--- config.mk ---
export PLATFORM = sky130hd
export DESIGN_NAME = audio_module_command_sequencer_top
export DESIGN_NICKNAME = d
export VERILOG_FILES = /design/src/rtl/amcs_pkg.sv /design/src/rtl/amcs_div.sv /design/src/rtl/amcs_dp.sv /design/src/rtl/amcs_ctrl.sv /design/src/rtl/audio_module_command_sequencer_top.sv
export SDC_FILE = /design/constraint.sdc
export NUM_CORES = 1
export LEC_CHECK = 0
export ABC_AREA = 0
export BUFFER_PORTS_ARGS = -buffer_cell sky130_fd_sc_hd__buf_4
export CAP_MARGIN = 20
export CORE_UTILIZATION = 40
export DETAILED_ROUTE_END_ITERATION = 16
export HOLD_SLACK_MARGIN = 0.02
export MAX_ROUTING_LAYER = met4
export PLACE_DENSITY = 0.68
export SYNTH_ARGS = -nofsm -noshare
export SYNTH_HDL_FRONTEND = slang
export SYNTH_SLANG_ARGS = --single-unit
--- constraint.sdc ---
create_clock -name clk -period 4.4 [get_ports clk]
set_input_delay 0.22 -clock clk [delete_from_list [all_inputs] [get_ports clk]]
set_output_delay 0.22 -clock clk [all_outputs]
set_load 0.01 [all_outputs]
--- src/rtl/amcs_pkg.sv ---
// Shared types, command codes and frame constants for the audio module command sequencer.
`timescale 1ns / 1ps
package amcs_pkg;

	typedef struct packed {
		logic [2:0]  mode;
		logic [15:0] track;
		logic [7:0]  volume_value;
	} cmd_item_t;

	typedef struct packed {
		logic [7:0]  frame_byte;
		logic        last;
		logic [15:0] current_track;
		logic [4:0]  current_volume;
	} frame_item_t;

	typedef struct packed {
		logic       load;
		logic       div_start;
		logic       apply;
		logic       emit;
		logic       last;
		logic [1:0] frame_sel;
		logic [3:0] byte_sel;
	} ctrl_cmd_t;

	typedef struct packed {
		logic need_div;
		logic div_done;
		logic has_out;
		logic need_init;
		logic out_free;
	} dp_status_t;

	localparam logic [2:0] MODE_TICK   = 3'd0;
	localparam logic [2:0] MODE_PLAY   = 3'd1;
	localparam logic [2:0] MODE_NEXT   = 3'd2;
	localparam logic [2:0] MODE_PREV   = 3'd3;
	localparam logic [2:0] MODE_REPLAY = 3'd4;
	localparam logic [2:0] MODE_STOP   = 3'd5;
	localparam logic [2:0] MODE_VOLUME = 3'd6;

	localparam logic [1:0] FRM_SELECT = 2'd0;
	localparam logic [1:0] FRM_VOLUME = 2'd1;
	localparam logic [1:0] FRM_MAIN   = 2'd2;

	localparam logic [3:0] BYTE_FIRST = 4'd0;
	localparam logic [3:0] BYTE_FINAL = 4'd9;

	localparam logic [7:0] FRAME_START   = 8'h7E;
	localparam logic [7:0] FRAME_VERSION = 8'hFF;
	localparam logic [7:0] FRAME_LENGTH  = 8'h06;
	localparam logic [7:0] FRAME_NOACK   = 8'h00;
	localparam logic [7:0] FRAME_END     = 8'hEF;

	localparam logic [7:0]  OP_SELECT_DEVICE = 8'h09;
	localparam logic [7:0]  OP_SET_VOLUME    = 8'h06;
	localparam logic [7:0]  OP_PLAY_TRACK    = 8'h12;
	localparam logic [7:0]  OP_STOP          = 8'h16;
	localparam logic [15:0] DEVICE_SD        = 16'h0002;

	localparam logic [4:0]  VOLUME_MAX         = 5'd30;
	localparam logic [4:0]  VOLUME_RESET       = 5'd20;
	localparam logic [15:0] TRACK_COUNT_RESET  = 16'd0;
	localparam logic [15:0] STARTUP_DELAY_RESET = 16'd1500;

	localparam logic REG_TRACK_COUNT   = 1'b0;
	localparam logic REG_STARTUP_DELAY = 1'b1;

endpackage

--- src/rtl/amcs_div.sv ---
// Iterative 16-bit remainder unit, one restoring step per cycle.
`timescale 1ns / 1ps
module amcs_div (
	input  logic        clk,
	input  logic        arst_n,
	input  logic        start,
	input  logic [15:0] dividend,
	input  logic [15:0] divisor,
	output logic        done,
	output logic [15:0] remainder
);

	logic        busy_q;
	logic        done_q;
	logic [3:0]  cnt_q;
	logic [15:0] rem_q;
	logic [15:0] dvd_q;
	logic [15:0] dsr_q;
	logic [16:0] trial;
	logic [16:0] diff;
	logic        fits;

	assign trial = {rem_q, dvd_q[15]};
	assign diff  = trial - {1'b0, dsr_q};
	assign fits  = trial >= {1'b0, dsr_q};

	always_ff @(posedge clk or negedge arst_n) begin
		if (!arst_n) begin
			busy_q <= 1'b0;
			done_q <= 1'b0;
			cnt_q  <= '0;
		end else if (start) begin
			busy_q <= 1'b1;
			done_q <= 1'b0;
			cnt_q  <= '0;
		end else if (busy_q) begin
			cnt_q <= cnt_q + 4'd1;
			if (cnt_q == 4'd15) begin
				busy_q <= 1'b0;
				done_q <= 1'b1;
			end
		end
	end

	always_ff @(posedge clk) begin
		if (start) begin
			rem_q <= '0;
			dvd_q <= dividend;
			dsr_q <= divisor;
		end else if (busy_q) begin
			rem_q <= fits ? diff[15:0] : trial[15:0];
			dvd_q <= {dvd_q[14:0], 1'b0};
		end
	end

	assign done      = done_q;
	assign remainder = rem_q;

	a_rem_below_divisor: assert property (@(posedge clk) disable iff (!arst_n)
		(done_q && dsr_q != 16'd0) |-> rem_q < dsr_q)
		else $error("remainder not below divisor");

endmodule

--- src/rtl/amcs_dp.sv ---
// Datapath: command latch, player state, remainder unit, frame byte builder and output register.
`timescale 1ns / 1ps
module amcs_dp
	import amcs_pkg::*;
(
	input  logic        clk,
	input  logic        arst_n,
	input  cmd_item_t   command,
	input  logic [15:0] track_count,
	input  logic [15:0] startup_delay,
	input  ctrl_cmd_t   ctl,
	output dp_status_t  status,
	output logic        frame_valid,
	input  logic        frame_stall,
	output frame_item_t frame
);

	logic [2:0]  mode_q;
	logic [15:0] track_in_q;
	logic [7:0]  volume_in_q;
	logic        init_done_q;
	logic [15:0] elapsed_q;
	logic [15:0] track_now_q;
	logic [4:0]  volume_now_q;
	logic [7:0]  main_op_q;
	logic [15:0] main_param_q;
	logic        out_valid_q;
	frame_item_t out_q;

	logic        div_done;
	logic [15:0] rem;
	logic        count_nz;
	logic        ready;
	logic        plays;
	logic        need_init;
	logic        has_out;
	logic [15:0] new_track;
	logic [4:0]  vol_clamped;
	logic [7:0]  op;
	logic [15:0] param;
	logic [15:0] sum;
	logic [15:0] chk;
	logic [7:0]  byte_val;

	amcs_div u_div (
		.clk       (clk),
		.arst_n    (arst_n),
		.start     (ctl.div_start),
		.dividend  (track_now_q),
		.divisor   (track_count),
		.done      (div_done),
		.remainder (rem)
	);

	assign count_nz    = track_count != 16'd0;
	assign ready       = elapsed_q >= startup_delay;
	assign vol_clamped = (volume_in_q > {3'd0, VOLUME_MAX}) ? VOLUME_MAX : volume_in_q[4:0];

	always_comb begin
		plays     = 1'b0;
		new_track = track_now_q;
		case (mode_q)
			MODE_PLAY: begin
				plays     = 1'b1;
				new_track = track_in_q;
			end
			MODE_NEXT: begin
				plays     = count_nz;
				new_track = rem + 16'd1;
			end
			MODE_PREV: begin
				plays     = count_nz;
				new_track = (track_now_q <= 16'd1) ? track_count : track_now_q - 16'd1;
			end
			MODE_REPLAY: begin
				plays     = count_nz;
				new_track = (track_now_q == 16'd0) ? 16'd1 : track_now_q;
			end
			default: begin
				plays     = 1'b0;
				new_track = track_now_q;
			end
		endcase
	end

	assign need_init = !init_done_q && ready && (plays || mode_q == MODE_VOLUME);
	assign has_out   = plays || mode_q == MODE_STOP ||
	                   (mode_q == MODE_VOLUME && (init_done_q || need_init));

	always_ff @(posedge clk) begin
		if (ctl.load) begin
			mode_q      <= command.mode;
			track_in_q  <= command.track;
			volume_in_q <= command.volume_value;
		end
		if (ctl.apply) begin
			if (plays) begin
				main_op_q    <= OP_PLAY_TRACK;
				main_param_q <= new_track;
			end else if (mode_q == MODE_VOLUME) begin
				main_op_q    <= OP_SET_VOLUME;
				main_param_q <= {11'd0, vol_clamped};
			end else begin
				main_op_q    <= OP_STOP;
				main_param_q <= 16'd0;
			end
		end
	end

	always_ff @(posedge clk or negedge arst_n) begin
		if (!arst_n) begin
			init_done_q  <= 1'b0;
			elapsed_q    <= '0;
			track_now_q  <= '0;
			volume_now_q <= VOLUME_RESET;
		end else if (ctl.apply) begin
			if (mode_q == MODE_TICK && elapsed_q != 16'hFFFF)
				elapsed_q <= elapsed_q + 16'd1;
			if (plays)
				track_now_q <= new_track;
			if (mode_q == MODE_VOLUME)
				volume_now_q <= vol_clamped;
			if (need_init)
				init_done_q <= 1'b1;
		end
	end

	always_comb begin
		unique case (ctl.frame_sel)
			FRM_SELECT: begin
				op    = OP_SELECT_DEVICE;
				param = DEVICE_SD;
			end
			FRM_VOLUME: begin
				op    = OP_SET_VOLUME;
				param = {11'd0, volume_now_q};
			end
			default: begin
				op    = main_op_q;
				param = main_param_q;
			end
		endcase
	end

	assign sum = {8'd0, FRAME_VERSION} + {8'd0, FRAME_LENGTH} + {8'd0, op} +
	             {8'd0, FRAME_NOACK} + {8'd0, param[15:8]} + {8'd0, param[7:0]};
	assign chk = 16'd0 - sum;

	always_comb begin
		unique case (ctl.byte_sel)
			4'd0:    byte_val = FRAME_START;
			4'd1:    byte_val = FRAME_VERSION;
			4'd2:    byte_val = FRAME_LENGTH;
			4'd3:    byte_val = op;
			4'd4:    byte_val = FRAME_NOACK;
			4'd5:    byte_val = param[15:8];
			4'd6:    byte_val = param[7:0];
			4'd7:    byte_val = chk[15:8];
			4'd8:    byte_val = chk[7:0];
			4'd9:    byte_val = FRAME_END;
			default: byte_val = 8'h00;
		endcase
	end

	always_ff @(posedge clk or negedge arst_n) begin
		if (!arst_n)
			out_valid_q <= 1'b0;
		else if (ctl.emit)
			out_valid_q <= 1'b1;
		else if (!frame_stall)
			out_valid_q <= 1'b0;
	end

	always_ff @(posedge clk) begin
		if (ctl.emit) begin
			out_q.frame_byte     <= byte_val;
			out_q.last           <= ctl.last;
			out_q.current_track  <= track_now_q;
			out_q.current_volume <= volume_now_q;
		end
	end

	assign frame_valid = out_valid_q;
	assign frame       = out_q;

	assign status.need_div  = mode_q == MODE_NEXT && count_nz;
	assign status.div_done  = div_done;
	assign status.has_out   = has_out;
	assign status.need_init = need_init;
	assign status.out_free  = !out_valid_q || !frame_stall;

	a_volume_in_range: assert property (@(posedge clk) disable iff (!arst_n)
		volume_now_q <= VOLUME_MAX)
		else $error("stored volume above limit");

	a_elapsed_monotonic: assert property (@(posedge clk) disable iff (!arst_n)
		ctl.apply |=> elapsed_q >= $past(elapsed_q))
		else $error("elapsed time went backward");

endmodule

--- src/rtl/amcs_ctrl.sv ---
// Controller: command intake, remainder wait, state update and frame byte sequencing.
`timescale 1ns / 1ps
module amcs_ctrl
	import amcs_pkg::*;
(
	input  logic       clk,
	input  logic       arst_n,
	input  logic       command_valid,
	output logic       command_stall,
	input  dp_status_t status,
	output ctrl_cmd_t  ctl
);

	localparam logic [2:0] S_IDLE  = 3'd0;
	localparam logic [2:0] S_PREP  = 3'd1;
	localparam logic [2:0] S_DIV   = 3'd2;
	localparam logic [2:0] S_APPLY = 3'd3;
	localparam logic [2:0] S_EMIT  = 3'd4;

	logic [2:0] state_q;
	logic [1:0] frame_q;
	logic [3:0] byte_q;
	logic       emit;
	logic       last;

	assign command_stall = state_q != S_IDLE;
	assign emit = state_q == S_EMIT && status.out_free;
	assign last = frame_q == FRM_MAIN && byte_q == BYTE_FINAL;

	always_ff @(posedge clk or negedge arst_n) begin
		if (!arst_n) begin
			state_q <= S_IDLE;
			frame_q <= FRM_MAIN;
			byte_q  <= BYTE_FIRST;
		end else begin
			unique case (state_q)
				S_IDLE: begin
					if (command_valid)
						state_q <= S_PREP;
				end
				S_PREP: begin
					state_q <= status.need_div ? S_DIV : S_APPLY;
				end
				S_DIV: begin
					if (status.div_done)
						state_q <= S_APPLY;
				end
				S_APPLY: begin
					frame_q <= status.need_init ? FRM_SELECT : FRM_MAIN;
					byte_q  <= BYTE_FIRST;
					state_q <= status.has_out ? S_EMIT : S_IDLE;
				end
				S_EMIT: begin
					if (emit) begin
						if (byte_q == BYTE_FINAL) begin
							byte_q  <= BYTE_FIRST;
							frame_q <= frame_q + 2'd1;
							if (last)
								state_q <= S_IDLE;
						end else begin
							byte_q <= byte_q + 4'd1;
						end
					end
				end
				default: state_q <= S_IDLE;
			endcase
		end
	end

	assign ctl.load      = state_q == S_IDLE && command_valid;
	assign ctl.div_start = state_q == S_PREP && status.need_div;
	assign ctl.apply     = state_q == S_APPLY;
	assign ctl.emit      = emit;
	assign ctl.last      = last;
	assign ctl.frame_sel = frame_q;
	assign ctl.byte_sel  = byte_q;

	a_last_ends_item: assert property (@(posedge clk) disable iff (!arst_n)
		(emit && last) |=> state_q == S_IDLE)
		else $error("item continued after final byte");

	a_emit_frame_valid: assert property (@(posedge clk) disable iff (!arst_n)
		state_q == S_EMIT |-> (frame_q != 2'd3 && byte_q <= BYTE_FINAL))
		else $error("frame or byte counter out of range");

endmodule

--- src/rtl/audio_module_command_sequencer_top.sv ---
// Top level: configuration registers and controller/datapath wiring.
// Usage:
//   command channel (command_valid / command_stall / command) takes one command per
//   transfer: tick, play, next, previous, replay, stop or set volume.
//   frame channel (frame_valid / frame_stall / frame) returns one serial frame byte
//   per transfer, with last marking the final byte of a command, plus the track
//   and volume in effect after that command.
//   APB port: track_count at 0x0, startup_delay_ms at 0x4; write only while idle.
// Sequencing and throughput:
//   a command is taken in the idle state; commands with no bytes pass prep and apply.
//   a command with bytes emits 10 or 30 bytes, one per cycle while frame_stall is
//   low; the first byte is registered in the emit state, after prep and apply.
//   next with a nonzero track_count adds the div state for the 16-step remainder
//   of the current track by track_count, one bit per cycle in the remainder unit.
//   The next command is taken once the last byte has entered the output register.
// Reset:
//   track_count 0, startup delay 1500 ms, elapsed time 0, track 0, volume 20,
//   init frames pending.
// Stall:
//   a stalled output byte holds; the sequencer waits until it moves on.
`timescale 1ns / 1ps
module audio_module_command_sequencer_top
	import amcs_pkg::*;
(
	input  logic        clk,
	input  logic        arst_n,
	input  logic        command_valid,
	output logic        command_stall,
	input  cmd_item_t   command,
	output logic        frame_valid,
	input  logic        frame_stall,
	output frame_item_t frame,
	input  logic        psel,
	input  logic        penable,
	input  logic        pwrite,
	input  logic [2:0]  paddr,
	input  logic [31:0] pwdata,
	output logic [31:0] prdata,
	output logic        pready
);

	logic [15:0] track_count_q;
	logic [15:0] startup_delay_q;
	logic        reg_write;
	ctrl_cmd_t   ctl;
	dp_status_t  status;

	assign pready    = 1'b1;
	assign reg_write = psel && penable && pwrite && pready;

	always_ff @(posedge clk or negedge arst_n) begin
		if (!arst_n) begin
			track_count_q   <= TRACK_COUNT_RESET;
			startup_delay_q <= STARTUP_DELAY_RESET;
		end else if (reg_write) begin
			unique case (paddr[2])
				REG_TRACK_COUNT:   track_count_q   <= pwdata[15:0];
				REG_STARTUP_DELAY: startup_delay_q <= pwdata[15:0];
				default:           track_count_q   <= track_count_q;
			endcase
		end
	end

	always_comb begin
		unique case (paddr[2])
			REG_TRACK_COUNT:   prdata = {16'd0, track_count_q};
			REG_STARTUP_DELAY: prdata = {16'd0, startup_delay_q};
			default:           prdata = 32'd0;
		endcase
	end

	amcs_ctrl u_ctrl (
		.clk           (clk),
		.arst_n        (arst_n),
		.command_valid (command_valid),
		.command_stall (command_stall),
		.status        (status),
		.ctl           (ctl)
	);

	amcs_dp u_dp (
		.clk           (clk),
		.arst_n        (arst_n),
		.command       (command),
		.track_count   (track_count_q),
		.startup_delay (startup_delay_q),
		.ctl           (ctl),
		.status        (status),
		.frame_valid   (frame_valid),
		.frame_stall   (frame_stall),
		.frame         (frame)
	);

endmodule
* Word-level counts from Yosys, hierarchy flattened *
Index checks and enable logic that the tools add are counted.

word-level totals
  register bits = 215
  bits in latches = 0
  memory bits (writable) = 0
  memory bits (read-only) = 0
  input bits = 69
  output and inout port bits = 65
  word-level logic and storage cells = 149
  memories = 0

operators by class
  add/subtract/negate cells = 11
  $mul = 0
  divide/modulo/power cells = 0
  $lt $le $gt $ge = 4
  equal/unequal tests = 28
  shift-type cells = 0
  mux-type cells = 40
  bitwise operators = 1
  reductions and logical operators = 40

operators by type and width
  kind                                                                     number
  16-bit 2-to-1 mux                                                        6
  8-bit case mux with 9 select lines                                       1
  16-bit case mux with 4 select lines                                      1
  32-bit case mux with 2 select lines                                      1
  16-bit by 1-bit adder with 16-bit output (second input constant)         2
  16-bit by 8-bit adder with 16-bit output                                 2
  16-bit case mux with 2 select lines                                      1
  3-bit 2-to-1 mux                                                         6
  17-bit by 16-bit greater-or-equal comparator with 1-bit output           1
  16-bit greater-or-equal comparator                                       1
  16-bit by 1-bit <= comparator with 1-bit output (second input constant)  1
  16-bit zero test                                                         1
  4-bit 2-to-1 mux                                                         4
  16-bit != test (second input constant)                                   1
  8-bit case mux with 2 select lines                                       1
  2-bit AND reduction                                                      8
  16-bit nonzero test                                                      1
  1-bit by 16-bit subtractor with 16-bit output (first input constant)     1
  16-bit by 1-bit subtractor with 16-bit output (second input constant)    1
  16-bit subtractor                                                        1
  5-bit 2-to-1 mux                                                         3
  3-bit case mux with 5 select lines                                       1
  3-bit by 2-bit equality test with 1-bit output (second input constant)   4
  3-bit equality test (second input constant)                              4
  other kinds (30)                                                         70

* Longest topological paths before layout *
  depth in word-level cells = 10
  mapped depth = 17
  depth with buffers taken out = 16

* Modules after synthesis *
Synthesis repeated with hierarchy kept, for this count alone.

second synthesis, totals
  cells, all modules = 1141
  area total of the unflattened synthesis = 12345.6 sq um

by module, submodules not included
  module                              instances  cells an instance  area an instance (sq um)  seq. area each (sq um)
  amcs_dp                             1          672                6971.7                    3230.6
  amcs_div                            1          305                3175.5                    1431.4
  audio_module_command_sequencer_top  1          105                1606.5                    809.5
  amcs_ctrl                           1          59                 591.8                     226.5

* Least setup slack after synthesis *
Ideal clock, no wire load.

  kind = register to register
  start = register u_ctrl.frame_q[1]
  end = register u_dp.out_q, in the netlist u_dp.frame[29] (data pin)
  data arrival time = 3855 ps
  slack = 285 ps
  stages on the path, launching flop included = 17
  path buffers = 1
  period minus slack after synthesis = 4115 ps
  cell sequence = dfstp_2 -> inv_1 -> ha_1 -> clkbuf_1 -> nor2_1 -> and2_1 -> ha_1 -> fa_1 -> inv_1 -> ha_1 -> fa_1 -> a21o_1 -> a21oi_1 -> o21bai_1 -> a21o_1 -> xor2_1 -> a221o_1

between the ends
  longest elaborated chain between the ends = 7

ends and longest elaborated chain
  element                                                                                   line             source
  start: declaration                                                                        amcs_ctrl.sv:21  logic [1:0] frame_q;
  start signal: assignment                                                                  amcs_ctrl.sv:49  frame_q <= status.need_init ? FRM_SELECT : FRM_MAIN;
  start signal: assignment                                                                  amcs_ctrl.sv:57  frame_q <= frame_q + 2'd1;
  2-bit by 1-bit equality test with 1-bit output / 2-bit zero test (equally long branches)  amcs_dp.sv:129   unique case (ctl.frame_sel)
  8-bit case mux with 2 select lines                                                        amcs_dp.sv:129
  9-bit by 8-bit adder with 10-bit output                                                   amcs_dp.sv:145   assign sum = {8'd0, FRAME_VERSION} + {8'd0, FRAME_LENGTH} + {8'd0, op} +
  16-bit by 8-bit adder with 16-bit output (2 in series)                                    amcs_dp.sv:146   {8'd0, FRAME_NOACK} + {8'd0, param[15:8]} + {8'd0, param[7:0]};
  1-bit by 16-bit subtractor with 16-bit output                                             amcs_dp.sv:147   assign chk = 16'd0 - sum;
  8-bit case mux with 9 select lines (*)                                                    amcs_dp.sv:150   unique case (ctl.byte_sel)
  via u_dp.byte_val[7]                                                                      amcs_dp.sv:43    logic [7:0] byte_val;
  end: declaration                                                                          amcs_dp.sv:28    frame_item_t out_q;

The timed path passes the listed nets; every way through them passes the cells marked *.
A chain may end at the register's enable or synchronous reset.

* Worst setup path in the final report *
Same ends and word-level chain as after synthesis.

==> flow_summary_export.csv <==
group,metric,value,unit
sta,report.final.slew_viol_count,0,
yosys,async_flop_share,41.1,%
global_route,antenna_found_initial,0,
die,io-pin-count,134,
sta,hold_viol,0,
final_layout,fillCellCount,2756,
clock_tree,cts.sinks,209,
final_layout,drive_gt1_share,16.8,%
place,place_congestion,0.941,
flow_run,cap_violations,0,
power,p_sw,3.95,mW
final_layout,final_util,48.5,%
drt,wirelength,31.3,mm
worst_setup_path,r2r_slack,0.22,ns
yosys,synth_most_common_cell,"nand2_1",
worst_setup_path,worstReg2RegStart,"u_ctrl.frame_q[1]",
clock_tree,cts-root-buf,"clkbuf_16",
hold_path,min_path_type,"input pin to flop",
drt,antenna_left,0,
global_route,grt_pass1_wl,49.3,mm
clock_tree,tritoncts,"done",
yosys,yosys.area.top_type,"edfxtp_1",
power,p_int,5.79,mW
final_layout,ff_latch_area,5700,sq um
power,sequentialPowerShare,34.7,%
global_route,grt.overflow.total,0,
drt,route.detailed.drc,0,
clock_tree,clockBufferDepth,3,
drt,drtPass1Iterations,8,
power,pwr-share-clk,20.6,%
power,p_leak,6.04,nW
global_route,grt_use_total,20.7,%
yosys,synthTopCellsByCount,"nand2_1 (129), edfxtp_1 (107), nor2_1 (77)",
worst_setup_path,critPathLaunchType,"flop",
yosys,ys_ff_latch,209,
hold_path,hold_path_depth,5,
die,start_util,40.7,%
worst_setup_path,worstPathArrival,4.46,ns
sta,skew,0.0273,ns
place,dp_slack,0.184,ns
clock_tree,cts_buffers,25,
sta,fmax,0.239,GHz
yosys,synth-edff-count,107,
power,power_frac_comb,44.6,%
yosys,synth_ff_type,"edfxtp_1",
yosys,synth_cells,1209,
die,num_rows,63,
sta,slew_headroom,35.8,%
die,dieArea,30900,sq um
worst_setup_path,criticalPathCategory,"flop to flop",
worst_setup_path,worstPathRequired,4.68,ns
worst_setup_path,rr_endpoint,"u_dp.frame[29]",
hold_path,min-delay-start,"command_valid",
final_layout,nets,1475,
worst_setup_path,r2r_cells,14,
yosys,synth_top_area_share,26.6,%
sta,period_needed,4.18,ns
die,die_x,176,um
drt,viasPerCell,5.50,
status,status,"finished, final reports clean",
die,core_area,29600,sq um
clock_tree,cts_max_level,1,
sta,finalSetupTns,0,ns
clock_tree,path_clk_slew,0.06,ns
hold_path,hold_path_end,"u_ctrl.state_q[0]",
place,place_area,13100,sq um
yosys,synth_area,12100,sq um
clock_tree,clock_latency,0.54,ns
yosys,synth_cell_types,70,
power,vdd_drop_max,0.361,mV
yosys,synth.area.top_cells,"edfxtp_1 (27%), dfrtp_1 (16%), ha_1 (6.6%)",
sta,grt_setup_unrepaired,"false",
sta,fin_crit_sh,95.0,%
die,die_height,176,um
final_layout,multi_input_area,5800,sq um
place,hpwl,23.1,mm
sta,worst_pin_slew,0.959,ns
final_layout,areaGrowthSynthToFinish,19.2,%
global_route,grt_pass1_vias,9007,
place,io_buffers,98,
drt,num_vias,9591,
power,sw_frac_of_total,40.6,%
drt,wl_per_cell,17.9,um
final_layout,antenna_cells,0,
yosys,ys_warn_count,0,
yosys,yosysSeqAreaShare,47.2,%
power,powerDensity,677,nW/um^2
final_layout,final_area,14400,sq um
worst_setup_path,critPathMaxFanout,9,
worst_setup_path,critPathCaptureType,"flop",
yosys,synth.avg_cell_area,9.98,sq um
drt,first_iter_violations,804,
global_route,grt_max_degree,46,
sta,setup-violations-final,0,
sta,fin_ws,0.222,ns
worst max-delay path, cell delays in order, from the launching register on:
cell	delay, ns
dfstp_2	0.55
inv_1	0.09
ha_2	0.24
a211o_1	0.32
ha_1	0.31
fa_1	0.54
inv_1	0.04
ha_1	0.22
fa_1	0.42
a21o_1	0.21
a21oi_1	0.24
o21bai_1	0.10
a21o_1	0.20
xor2_1	0.14
a221o_1	0.31
sequential cells by signal (all words and copies together) (netlist names), 8 cells and up:
signal	flops
u_dp.frame	30
startup_delay_q	16
track_count_q	16
u_dp.volume_in_q	8
u_dp.u_div.remainder	16
u_dp.elapsed_q	16
u_dp.track_in_q	16
u_dp.u_div.dvd_q	16
u_dp.main_param_q	16
u_dp.u_div.dsr_q	16
u_dp.track_now_q	16
cells by family (layout without fill, tap and decap cells):
kind of cell | after synthesis | in the layout | share of synthesized area (%)
XOR/XNOR | 50 | 50 | 3.63
buffers and inverters | 151 | 281 | 5.38
flip-flops | 209 | 209 | 47.2
adder cells (fa/ha/maj) | 71 | 71 | 7.80
AND/OR/NAND/NOR | 386 | 386 | 15.5
other | 2 | 17 | 0.0622
multiplexers | 62 | 62 | 5.67
AO/OA/AOI/OAI | 278 | 278 | 14.8
what timing repair did:
| action | CTS | global route |
|---|---|---|
| buffers inserted | 0 | 0 |
| resized for setup | 0 | 3 |
| setup endpoints to repair | 0 | 1 |
| hold buffers | 45 | 0 |
| endpoints found under the hold margin | 97 | 0 |
cell type report:
cell class	instances	share of cell area (%)
clock buffer	34	4.94
timing repair buffer	159	9.06
tap	390	3.39
sequential	209	39.6
inverter	76	1.98
clock inverter	12	0.687
multi-input combinational	864	40.3
worst max path at each step:
| stage | startpoint | endpoint | slack [ns] | depth (start not counted) |
|---|---|---|---|---|
| finish | u_ctrl.frame_q[1] | u_dp.frame[29] | 0.22 | 14 |
| global route | u_ctrl.frame_q[0] | u_dp.frame[29] | 0.02 | 14 |
| CTS | u_ctrl.frame_q[1] | u_dp.frame[29] | 0.16 | 14 |
| detailed placement | u_ctrl.frame_q[1] | u_dp.frame[29] | 0.18 | 14 |
| global placement | u_ctrl.frame_q[1] | u_dp.frame[29] | 0.27 | 14 |
| floorplan | u_ctrl.frame_q[1] | u_dp.frame[29] | 0.28 | 16 |
layer usage:
layer  wire, um  vias up  GRT usage (%)
met3       1400       60           2.38
met1      14400     4621           27.8
met5          0        -              -
met4       1020        0           6.85
li1           -     4610              -
met2      14500      300           32.6
power groups by stage:
stage               sequential (mW)  combinational (mW)  clock (mW)
floorplan                      3.09                3.33           0
global placement               3.39                4.21           0
detailed placement             3.41                4.27           0
CTS                            3.37                4.33        2.05
global route                   3.46                4.86        2.12
finish                         3.38                4.35        2.01
metrics by stage:
stage / hold slack, ns / cells / total power [mW]
after floorplan: -0.0756 / 1224 / 6.43
after global placement: 0.254 / 1652 / 7.60
after detailed placement: 0.257 / 1652 / 7.67
after CTS: 0.0755 / 1743 / 9.75
after global routing: 0.0973 / 1744 / 10.4
final: 0.107 / 1744 / 9.74
cells in the final DEF, fill, tap and decap left out, types with 13 or more instances in the layout:
master / n
nand2_1: 129
buf_4: 113
edfxtp_1: 107
nor2_1: 76
dfrtp_1: 76
inv_1: 75
o21ai_0: 74
a21oi_1: 64
ha_1: 62
mux2_2: 51
dlygate4sd3_1: 45
nand3_1: 43
nor3_1: 28
xor2_1: 26
clkbuf_16: 26
xnor2_1: 24
a31oi_1: 19
a21o_1: 18
conb_1: 17
dfxtp_1: 16
and2_1: 15
nand2b_1: 15
nand4_1: 14
nor4_1: 13
No activity file was read; power rests on OpenSTA's default activity.
